--- src/ipim_pkg.sv ---
// Shared types and constants for the interprocessor interrupt mailbox.
// Holds command, status, reason and counter codes and the queue entry type.
// No dependencies.
package ipim_pkg;

   localparam logic [1:0] CMD_POST     = 2'd0;
   localparam logic [1:0] CMD_DISPATCH = 2'd1;
   localparam logic [1:0] CMD_QUERY    = 2'd2;

   localparam logic [2:0] ST_REJECTED   = 3'd0;
   localparam logic [2:0] ST_COALESCED  = 3'd1;
   localparam logic [2:0] ST_NOTIFY     = 3'd2;
   localparam logic [2:0] ST_DISPATCHED = 3'd3;
   localparam logic [2:0] ST_EMPTY      = 3'd4;
   localparam logic [2:0] ST_QUERY      = 3'd5;
   localparam logic [2:0] ST_BAD_CPU    = 3'd6;

   localparam logic [3:0] REASON_ALL       = 4'hF;
   localparam logic [3:0] REASON_RESCHED   = 4'h1;
   localparam logic [3:0] REASON_SHOOTDOWN = 4'h2;
   localparam logic [3:0] REASON_STOP      = 4'h4;
   localparam logic [3:0] REASON_DEADLINE  = 4'h8;

   localparam logic CSR_ONLINE  = 1'b0;
   localparam logic CSR_STARTED = 1'b1;

   localparam int NUM_COUNTERS  = 8;
   localparam int CNT_POSTED    = 0;
   localparam int CNT_COALESCED = 1;
   localparam int CNT_NOTIFY    = 2;
   localparam int CNT_DISPATCH  = 3;
   localparam int CNT_RESCHED   = 4;
   localparam int CNT_SHOOTDOWN = 5;
   localparam int CNT_DEADLINE  = 6;
   localparam int CNT_HALT      = 7;

   localparam int QUEUE_DEPTH = 2;

   typedef enum logic [2:0] {
      OP_POST,
      OP_DISPATCH,
      OP_QUERY,
      OP_REJECT,
      OP_REJECT_BAD,
      OP_BAD_CPU
   } op_type;

   typedef struct packed {
      op_type     op;
      logic [7:0] target;
      logic [3:0] bits;
   } entry_type;

   typedef enum logic {
      BACK_IDLE,
      BACK_EXEC
   } back_state_type;

endpackage

--- src/ipim_front.sv ---
// Front end: holds the availability registers and classifies each request.
// Depends on ipim_pkg.
module ipim_front import ipim_pkg::*; #(
   parameter int NUM_CPUS = 8
) (
   input  logic       clock,
   input  logic       reset,
   input  logic       csr_we,
   input  logic       csr_index,
   input  logic [7:0] csr_wdata,
   input  logic       req_valid,
   output logic       req_ready,
   input  logic [1:0] req_cmd,
   input  logic [7:0] req_target_cpu,
   input  logic [7:0] req_reason_bits,
   input  logic       queue_full,
   output logic       push,
   output entry_type  push_entry
);

   logic [7:0] online_ff;
   logic [7:0] started_ff;
   logic       tgt_ok;
   logic       avail;
   logic       mask_ok;
   logic       post_ok;

   always_ff @(posedge clock) begin
      if (reset) begin
         online_ff  <= '0;
         started_ff <= '0;
      end else if (csr_we) begin
         case (csr_index)
            CSR_ONLINE:  online_ff  <= csr_wdata;
            CSR_STARTED: started_ff <= csr_wdata;
            default: ;
         endcase
      end
   end

   always_comb begin
      tgt_ok  = {1'b0, req_target_cpu} < 9'(NUM_CPUS);
      mask_ok = (req_reason_bits != '0) &&
                ((req_reason_bits & ~8'(REASON_ALL)) == '0);
      if (req_target_cpu >= 8'd8) begin
         avail = 1'b0;
      end else if (req_reason_bits == 8'(REASON_STOP)) begin
         avail = started_ff[req_target_cpu[2:0]];
      end else begin
         avail = online_ff[req_target_cpu[2:0]];
      end
      post_ok = (req_cmd == CMD_POST) && mask_ok && tgt_ok && avail;

      push_entry.target = req_target_cpu;
      push_entry.bits   = req_reason_bits[3:0];
      case (req_cmd)
         CMD_DISPATCH: push_entry.op = tgt_ok ? OP_DISPATCH : OP_BAD_CPU;
         CMD_QUERY:    push_entry.op = tgt_ok ? OP_QUERY : OP_BAD_CPU;
         default: begin
            if (post_ok) begin
               push_entry.op = OP_POST;
            end else begin
               push_entry.op = tgt_ok ? OP_REJECT : OP_REJECT_BAD;
            end
         end
      endcase
   end

   assign req_ready = !queue_full;
   assign push      = req_valid && !queue_full;

endmodule

--- src/ipim_queue.sv ---
// Short queue of classified transactions between the front and back ends.
// Depends on ipim_pkg.
module ipim_queue import ipim_pkg::*; (
   input  logic      clock,
   input  logic      reset,
   input  logic      push,
   input  entry_type push_entry,
   input  logic      pop,
   output entry_type head,
   output logic      full,
   output logic      empty
);

   localparam int PTR_W = $clog2(QUEUE_DEPTH);
   localparam int CNT_W = $clog2(QUEUE_DEPTH + 1);

   entry_type          slot_ff [QUEUE_DEPTH];
   logic [PTR_W-1:0]   wr_ptr_ff;
   logic [PTR_W-1:0]   rd_ptr_ff;
   logic [CNT_W-1:0]   count_ff;
   logic               do_push;
   logic               do_pop;

   assign full    = count_ff == CNT_W'(QUEUE_DEPTH);
   assign empty   = count_ff == '0;
   assign do_push = push && !full;
   assign do_pop  = pop && !empty;
   assign head    = slot_ff[rd_ptr_ff];

   always_ff @(posedge clock) begin
      if (do_push) begin
         slot_ff[wr_ptr_ff] <= push_entry;
      end
   end

   always_ff @(posedge clock) begin
      if (reset) begin
         wr_ptr_ff <= '0;
         rd_ptr_ff <= '0;
         count_ff  <= '0;
      end else begin
         if (do_push) begin
            wr_ptr_ff <= (wr_ptr_ff == PTR_W'(QUEUE_DEPTH - 1)) ? '0 : wr_ptr_ff + 1'b1;
         end
         if (do_pop) begin
            rd_ptr_ff <= (rd_ptr_ff == PTR_W'(QUEUE_DEPTH - 1)) ? '0 : rd_ptr_ff + 1'b1;
         end
         case ({do_push, do_pop})
            2'b10:   count_ff <= count_ff + 1'b1;
            2'b01:   count_ff <= count_ff - 1'b1;
            default: count_ff <= count_ff;
         endcase
      end
   end

endmodule

--- src/ipim_back.sv ---
// Back end: reads a processor's mailbox row, updates pending bits and counters,
// writes the row back and registers the response. Depends on ipim_pkg.
module ipim_back import ipim_pkg::*; #(
   parameter int NUM_CPUS    = 8,
   parameter int COUNT_WIDTH = 32
) (
   input  logic        clock,
   input  logic        reset,
   input  entry_type   head,
   input  logic        empty,
   output logic        pop,
   output logic        rsp_valid,
   input  logic        rsp_ready,
   output logic [2:0]  rsp_status,
   output logic [3:0]  rsp_reasons,
   output logic [31:0] rsp_posted_count,
   output logic [31:0] rsp_coalesced_count,
   output logic [31:0] rsp_notify_count,
   output logic [31:0] rsp_dispatch_count,
   output logic [31:0] rsp_resched_count,
   output logic [31:0] rsp_shootdown_count,
   output logic [31:0] rsp_deadline_count,
   output logic [31:0] rsp_halt_count
);

   localparam int IDX_W = (NUM_CPUS > 1) ? $clog2(NUM_CPUS) : 1;
   localparam int ROW_W = 4 + NUM_COUNTERS * COUNT_WIDTH;

   back_state_type           state_ff;
   back_state_type           state_in;
   entry_type                cur_ff;
   logic [ROW_W-1:0]         mem [NUM_CPUS];
   logic [NUM_CPUS-1:0]      row_vld_ff;
   logic [ROW_W-1:0]         rd_data_ff;
   logic                     rd_vld_ff;
   logic [IDX_W-1:0]         rd_idx;
   logic [IDX_W-1:0]         wr_idx;
   logic                     exec_fire;
   logic                     wr_en;
   logic                     wr_need;
   logic [ROW_W-1:0]         wr_row;
   logic [3:0]               pend_cur;
   logic [3:0]               pend_new;
   logic [COUNT_WIDTH-1:0]   cnt_cur [NUM_COUNTERS];
   logic [COUNT_WIDTH-1:0]   cnt_new [NUM_COUNTERS];
   logic [NUM_COUNTERS-1:0]  inc;
   logic [2:0]               status_c;
   logic [3:0]               reasons_c;
   logic                     show;
   logic                     rsp_valid_ff;
   logic [2:0]               status_ff;
   logic [3:0]               reasons_ff;
   logic [31:0]              out_cnt_ff [NUM_COUNTERS];

   always_comb begin
      case (state_ff)
         BACK_IDLE: state_in = empty ? BACK_IDLE : BACK_EXEC;
         BACK_EXEC: state_in = exec_fire ? BACK_IDLE : BACK_EXEC;
         default:   state_in = BACK_IDLE;
      endcase
   end

   always_comb begin
      pop       = 1'b0;
      exec_fire = 1'b0;
      case (state_ff)
         BACK_IDLE: pop       = !empty;
         BACK_EXEC: exec_fire = !rsp_valid_ff || rsp_ready;
         default: ;
      endcase
   end

   always_ff @(posedge clock) begin
      if (reset) begin
         state_ff <= BACK_IDLE;
      end else begin
         state_ff <= state_in;
      end
   end

   always_ff @(posedge clock) begin
      if (pop) begin
         cur_ff <= head;
      end
   end

   assign rd_idx = (head.op == OP_BAD_CPU || head.op == OP_REJECT_BAD) ?
                   '0 : head.target[IDX_W-1:0];
   assign wr_idx = cur_ff.target[IDX_W-1:0];
   assign wr_en  = exec_fire && wr_need;

   always_ff @(posedge clock) begin
      if (wr_en) begin
         mem[wr_idx] <= wr_row;
      end
      if (pop) begin
         rd_data_ff <= mem[rd_idx];
      end
   end

   always_ff @(posedge clock) begin
      if (reset) begin
         row_vld_ff <= '0;
         rd_vld_ff  <= 1'b0;
      end else begin
         if (wr_en) begin
            row_vld_ff[wr_idx] <= 1'b1;
         end
         if (pop) begin
            rd_vld_ff <= row_vld_ff[rd_idx];
         end
      end
   end

   always_comb begin
      pend_cur = rd_vld_ff ? rd_data_ff[3:0] : '0;
      for (int k = 0; k < NUM_COUNTERS; k++) begin
         cnt_cur[k] = rd_vld_ff ? rd_data_ff[4 + k * COUNT_WIDTH +: COUNT_WIDTH] : '0;
      end
      inc       = '0;
      pend_new  = pend_cur;
      status_c  = ST_REJECTED;
      reasons_c = pend_cur;
      show      = 1'b1;
      wr_need   = 1'b0;
      case (cur_ff.op)
         OP_POST: begin
            pend_new          = pend_cur | cur_ff.bits;
            inc[CNT_POSTED]   = 1'b1;
            wr_need           = 1'b1;
            reasons_c         = pend_new;
            if ((pend_cur & cur_ff.bits) == cur_ff.bits) begin
               inc[CNT_COALESCED] = 1'b1;
               status_c           = ST_COALESCED;
            end else begin
               inc[CNT_NOTIFY] = 1'b1;
               status_c        = ST_NOTIFY;
            end
         end
         OP_DISPATCH: begin
            pend_new = '0;
            wr_need  = 1'b1;
            if (pend_cur == '0) begin
               status_c = ST_EMPTY;
            end else begin
               status_c          = ST_DISPATCHED;
               inc[CNT_DISPATCH] = 1'b1;
               if ((pend_cur & REASON_STOP) != '0) begin
                  inc[CNT_HALT] = 1'b1;
               end else begin
                  inc[CNT_RESCHED]   = (pend_cur & REASON_RESCHED) != '0;
                  inc[CNT_SHOOTDOWN] = (pend_cur & REASON_SHOOTDOWN) != '0;
                  inc[CNT_DEADLINE]  = (pend_cur & REASON_DEADLINE) != '0;
               end
            end
         end
         OP_QUERY:  status_c = ST_QUERY;
         OP_REJECT: status_c = ST_REJECTED;
         OP_REJECT_BAD: begin
            status_c  = ST_REJECTED;
            reasons_c = '0;
            show      = 1'b0;
         end
         OP_BAD_CPU: begin
            status_c  = ST_BAD_CPU;
            reasons_c = '0;
            show      = 1'b0;
         end
         default: begin
            status_c  = ST_BAD_CPU;
            reasons_c = '0;
            show      = 1'b0;
         end
      endcase
      wr_row[3:0] = pend_new;
      for (int k = 0; k < NUM_COUNTERS; k++) begin
         cnt_new[k] = cnt_cur[k] + COUNT_WIDTH'(inc[k]);
         wr_row[4 + k * COUNT_WIDTH +: COUNT_WIDTH] = cnt_new[k];
      end
   end

   always_ff @(posedge clock) begin
      if (reset) begin
         rsp_valid_ff <= 1'b0;
      end else if (exec_fire) begin
         rsp_valid_ff <= 1'b1;
      end else if (rsp_ready) begin
         rsp_valid_ff <= 1'b0;
      end
   end

   always_ff @(posedge clock) begin
      if (exec_fire) begin
         status_ff  <= status_c;
         reasons_ff <= reasons_c;
         for (int k = 0; k < NUM_COUNTERS; k++) begin
            out_cnt_ff[k] <= show ? 32'(cnt_new[k]) : '0;
         end
      end
   end

   assign rsp_valid           = rsp_valid_ff;
   assign rsp_status          = status_ff;
   assign rsp_reasons         = reasons_ff;
   assign rsp_posted_count    = out_cnt_ff[CNT_POSTED];
   assign rsp_coalesced_count = out_cnt_ff[CNT_COALESCED];
   assign rsp_notify_count    = out_cnt_ff[CNT_NOTIFY];
   assign rsp_dispatch_count  = out_cnt_ff[CNT_DISPATCH];
   assign rsp_resched_count   = out_cnt_ff[CNT_RESCHED];
   assign rsp_shootdown_count = out_cnt_ff[CNT_SHOOTDOWN];
   assign rsp_deadline_count  = out_cnt_ff[CNT_DEADLINE];
   assign rsp_halt_count      = out_cnt_ff[CNT_HALT];

endmodule

--- src/ipi_mailbox_coalescer.sv ---
// Interprocessor interrupt mailbox with per-processor pending reasons and counters.
// A transaction accepted on an idle block passes through a queue slot, the registered
// read of its mailbox row and the response register. The back end takes one transaction
// at a time, writing its row back before the next row is read; rsp_ready stalls it.
// Reset is synchronous and clears the queue, the masks and all mailbox rows at once.
// Depends on ipim_pkg, ipim_front, ipim_queue and ipim_back.
module ipi_mailbox_coalescer import ipim_pkg::*; #(
   parameter int NUM_CPUS    = 8,
   parameter int COUNT_WIDTH = 32
) (
   input  logic        clock,
   input  logic        reset,
   input  logic        csr_we,
   input  logic        csr_index,
   input  logic [7:0]  csr_wdata,
   input  logic        req_valid,
   output logic        req_ready,
   input  logic [1:0]  req_cmd,
   input  logic [7:0]  req_target_cpu,
   input  logic [7:0]  req_reason_bits,
   output logic        rsp_valid,
   input  logic        rsp_ready,
   output logic [2:0]  rsp_status,
   output logic [3:0]  rsp_reasons,
   output logic [31:0] rsp_posted_count,
   output logic [31:0] rsp_coalesced_count,
   output logic [31:0] rsp_notify_count,
   output logic [31:0] rsp_dispatch_count,
   output logic [31:0] rsp_resched_count,
   output logic [31:0] rsp_shootdown_count,
   output logic [31:0] rsp_deadline_count,
   output logic [31:0] rsp_halt_count
);

   logic      push;
   entry_type push_entry;
   logic      pop;
   entry_type head;
   logic      full;
   logic      empty;

   ipim_front #(
      .NUM_CPUS(NUM_CPUS)
   ) u_front (
      .clock           (clock),
      .reset           (reset),
      .csr_we          (csr_we),
      .csr_index       (csr_index),
      .csr_wdata       (csr_wdata),
      .req_valid       (req_valid),
      .req_ready       (req_ready),
      .req_cmd         (req_cmd),
      .req_target_cpu  (req_target_cpu),
      .req_reason_bits (req_reason_bits),
      .queue_full      (full),
      .push            (push),
      .push_entry      (push_entry)
   );

   ipim_queue u_queue (
      .clock      (clock),
      .reset      (reset),
      .push       (push),
      .push_entry (push_entry),
      .pop        (pop),
      .head       (head),
      .full       (full),
      .empty      (empty)
   );

   ipim_back #(
      .NUM_CPUS    (NUM_CPUS),
      .COUNT_WIDTH (COUNT_WIDTH)
   ) u_back (
      .clock               (clock),
      .reset               (reset),
      .head                (head),
      .empty               (empty),
      .pop                 (pop),
      .rsp_valid           (rsp_valid),
      .rsp_ready           (rsp_ready),
      .rsp_status          (rsp_status),
      .rsp_reasons         (rsp_reasons),
      .rsp_posted_count    (rsp_posted_count),
      .rsp_coalesced_count (rsp_coalesced_count),
      .rsp_notify_count    (rsp_notify_count),
      .rsp_dispatch_count  (rsp_dispatch_count),
      .rsp_resched_count   (rsp_resched_count),
      .rsp_shootdown_count (rsp_shootdown_count),
      .rsp_deadline_count  (rsp_deadline_count),
      .rsp_halt_count      (rsp_halt_count)
   );

endmodule
--- config.mk ---
export PLATFORM = sky130hd
export DESIGN_NAME = ipi_mailbox_coalescer
export DESIGN_NICKNAME = d
export VERILOG_FILES = /design/src/ipim_pkg.sv /design/src/ipim_front.sv /design/src/ipim_queue.sv /design/src/ipim_back.sv /design/src/ipi_mailbox_coalescer.sv
export SDC_FILE = /design/constraint.sdc
export NUM_CORES = 2
export LEC_CHECK = 0
export ABC_AREA = 1
export BUFFER_PORTS_ARGS = -buffer_cell sky130_fd_sc_hd__buf_2
export CORE_ASPECT_RATIO = 0.8
export CORE_MARGIN = 10
export CORE_UTILIZATION = 30
export DETAILED_ROUTE_END_ITERATION = 8
export SLEW_MARGIN = 25
export SYNTH_ARGS = -nofsm -noshare
export SYNTH_HDL_FRONTEND = slang
export SYNTH_SLANG_ARGS = --single-unit
--- constraint.sdc ---
create_clock -name clock -period 29.2 [get_ports clock]
set_input_delay 5.84 -clock clock [delete_from_list [all_inputs] [get_ports clock]]
set_output_delay 5.84 -clock clock [all_outputs]
set_load 0.01 [all_outputs]
==> metrics <==
final hold vios 0; PostCTS Resize Cnt 0; Seq/Total Area, Yosys 70.9%; vias between 70,000 and 80,000; Slew @ Worst Pin 1.16 ns; GRT Overall Usage 14.4%; VDD IR max 0.0000730 V; final setup vio count 0; row count 200; Tmin final 10.16 ns; footprint of the multi-input gates 26,700 µm²; Die Width 704 µm; Netlist cell types between 40 and 50; worst setup margin around 19 ns; crit path kind primary input to flip-flop; worst-case reg-to-reg path depth 15; status finished, final reports clean; setup TNS 0 ns; Clock Pin Slew Worst Setup and Hold Paths 0.06 ns; r2r setup slk 23.12 ns; Clk Latency, worst-skew pair 0.90 ns; routed wire length 301,000 µm; vias in the first global route 68,300; post-route design area 128,000 µm²; Routed Antenna Nets 0; Syn Nets between 10,000 and 15,000; CP Launch Point rsp_ready; core box area around 370,000 µm²; Min-Delay Path Depth 1; mean routed wirelength per cell 19.3 µm; die height 567 µm; Post-CTS Hold Buffers 0; Initial Util 30.2%; CP endpoint kind flip-flop; max frequency between 90 and 100 MHz; ys flop type edfxtp_1; slew margin rel. around 22%; largest net degree at the start of global routing between 150 and 200; number of flops mapped to enable cells by yosys 2,633; Clock Path Buffers 4; critical path's largest stage delay 0.87 ns; Sequential cell area 79,700 µm²; Setup Skew around 0.046 ns; layout cells sized above 1 8.12%; worst path cell trace buf_2 > inv_1 > nand2_1 > nand2_1 > inv_8 > nand3_1 > nor2_4 > buf_4 > buf_4 > buf_4; Util after Layout 34.4%; first-pass GRT wire length 445,000 µm; Area after DPL roughly 120,000 µm²; IO Port Bufs 296; number of antenna violations at the first check in global routing 18; Slew Limit Fails 0; Syn Std Cell Area 112,000 µm²; CP Launch Type primary input; drt via density around 4.7; Post-Synthesis Cells 10,200; root buffer cell clkbuf_16; Critical Path AT 10.66 ns; leakage 47.3 nW; gr ovfl total 0; post-synthesis register bit count ~2,700; Post-CTS Repair Setup Buffers 0; Fillers 36,600; fraction of registers with async set or reset after synthesis 0%; # DRC 0; worst reg2reg path endpoint u_back.rd_data_ff[143]$_DFFE_PP_; TritonCTS clock tree done; Syn. warnings 0; P&R area growth vs syn 13.8%; io pins 297; RD Place Congestion around 0.9; Max FO, Critical Path 89; H-tree levels 5; Clock Sinks about 2,700; Hold Path Origin u_queue.rd_ptr_ff$_SDFFE_PP0P_; initial drt markers 7,607; Die ar. 400,000 µm²; Worst Path Required 29.69 ns; hpwl dp 176,000 µm; max_cap viols 0; final net count 10,500; RSZ-0062 raised after global routing false; CTS buffer count 287; min-delay worst type flip-flop to flip-flop; pre-CTS setup slack 17.97 ns; CP most frequent cell buf_4; Syn Area/Cell 11.0 µm²; crit share post-route between 30% and 40%; Pwr Density ~97 nW/µm²; 1st-pass router iterations 6; CP max-delay cell buf_4
==> worst max-delay path, delay by kind of cell <==
| kind | cells | cell delay [ns] |
|---|---|---|
| simple gates | 4 | 1.60 |
| buf+inv | 6 | 3.00 |
==> placed cells by master (no fill, tap or decap), types with 11 or more instances in the layout <==
cell type	synthesis	layout
buf_4	57	94
nor2_1	1061	1052
or2_2	23	23
nand2_1	2652	2651
edfxtp_1	2633	2633
bufinv_16	0	21
inv_1	1002	999
and2_1	13	13
clkinv_1	1	48
clkbuf_16	0	293
ha_1	21	21
buf_12	0	13
clkinv_2	0	31
buf_2	169	296
nand3_1	240	240
dfxtp_1	32	31
a21oi_1	666	665
nor3_1	89	87
nand4_1	56	56
xor2_1	79	78
clkbuf_1	182	66
o21a_1	11	11
o21ai_1	267	268
o21ai_0	819	818
inv_6	0	15
==> Yosys cell counts, types with 2 or more instances <==
library cell	count	area (µm²)
nor2_2	9	56.3
nand3_1	240	1200
clkbuf_1	182	683
dfxtp_1	32	641
nor4_1	5	31.3
nor3b_1	3	22.5
or2_1	5	31.3
buf_6	18	203
o21ai_0	819	4100
inv_1	1002	3760
nor2_1	1061	3980
nor3_2	8	80.1
o21a_1	11	82.6
nand2_1	2652	9950
ha_1	21	263
nor3_1	89	445
and2_1	13	81.3
buf_4	57	428
nand3b_1	9	67.6
xor2_1	79	692
buf_1	44	165
edfxtp_1	2633	79100
buf_2	169	846
a21oi_1	666	3330
o31ai_1	2	15.0
o21ai_1	267	1340
and3_1	6	37.5
o21bai_1	5	37.5
inv_2	7	26.3
xnor2_1	10	87.6
or2_2	23	144
nand2_2	4	25.0
nand4_1	56	350
==> power breakdown <==
| group | internal [mW] | leakage [nW] | switching, mW | total, mW |
|---|---|---|---|---|
| sequential | 5.12 | 24.7 | 0.203 | 5.32 |
| clock | 2.04 | 4.37 | 1.52 | 3.56 |
| combinational | 0.789 | 18.2 | 2.74 | 3.52 |
==> area by class of cell <==
type	instances	area share [%]
clock inverters	139	1.08
multi-input cells	6071	20.8
well taps	4949	4.84
inverters	1010	2.99
flip-flops and latches	2665	62.3
repair buffers	404	1.92
diodes	4	0.00783
clock buffers	362	5.96
==> through the flow <==
stage               hold slack (ns)  power, mW  cells
global placement              0.439       8.91  15100
detailed placement            0.439       8.94  15100
global route                  0.460       13.1  15600
floorplan                     0.426       7.79  10200
finish                        0.446       12.4  15600
CTS                           0.447       12.5  15600
==> registers in the layout, summed over array words and instances, names as in the netlist, named ones only <==
register,cells
u_front.online_ff,8
u_back.row_vld_ff,8
u_back.cur_ff,10
u_queue.wr_ptr_ff,1
u_front.started_ff,8
u_queue.slot_ff,20
u_back.rd_vld_ff,1
u_back.rsp_valid,1
u_queue.count_ff,2
u_back.rsp_reasons,4
u_back.rd_data_ff,260
u_queue.rd_ptr_ff,1
u_back.rsp_status,3
u_back.mem,2080
u_back.out_cnt_ff,256
u_back.state_ff,1
==> layer usage <==
| layer | vias up | track usage, % | share of wire [%] | routed length [µm] |
|---|---|---|---|---|
| met5 | - | 0 | 0.015 | 45 |
| met4 | 8 | 5.28 | 3.8 | 11300 |
| met3 | 436 | 2.77 | 7.7 | 23200 |
| met2 | 2510 | 21.7 | 43 | 129000 |
| met1 | 34700 | 20.5 | 45 | 137000 |
| li1 | 35000 | - | - | - |
==> cells by family (layout without fill, tap and decap cells) <==
logic type / Yosys count / count (layout) / share of synthesized area (%)
buffers and inverters: 1480 / 1915 / 5.44
AO/OA/AOI/OAI: 1775 / 1775 / 7.96
flip-flops: 2665 / 2665 / 70.9
adder cells (fa/ha/maj): 21 / 21 / 0.234
AND/OR/NAND/NOR: 4186 / 4186 / 14.7
XOR/XNOR: 89 / 89 / 0.694
other: 0 / 4 / 0
==> how the worst max path moves through the flow <==
stage                                    to  slack [ns]
4_1_cts        u_back.mem[5][154]$_DFFE_PP_       18.95
2_1_floorplan    u_back.mem[3][0]$_DFFE_PP_        5.25
3_5_place_dp   u_back.mem[5][147]$_DFFE_PP_       17.97
3_3_place_gp   u_back.mem[5][139]$_DFFE_PP_       18.08
5_1_grt        u_back.mem[5][153]$_DFFE_PP_       18.68
6_report       u_back.mem[5][139]$_DFFE_PP_       19.04
Power figures use the tool's default switching activity.
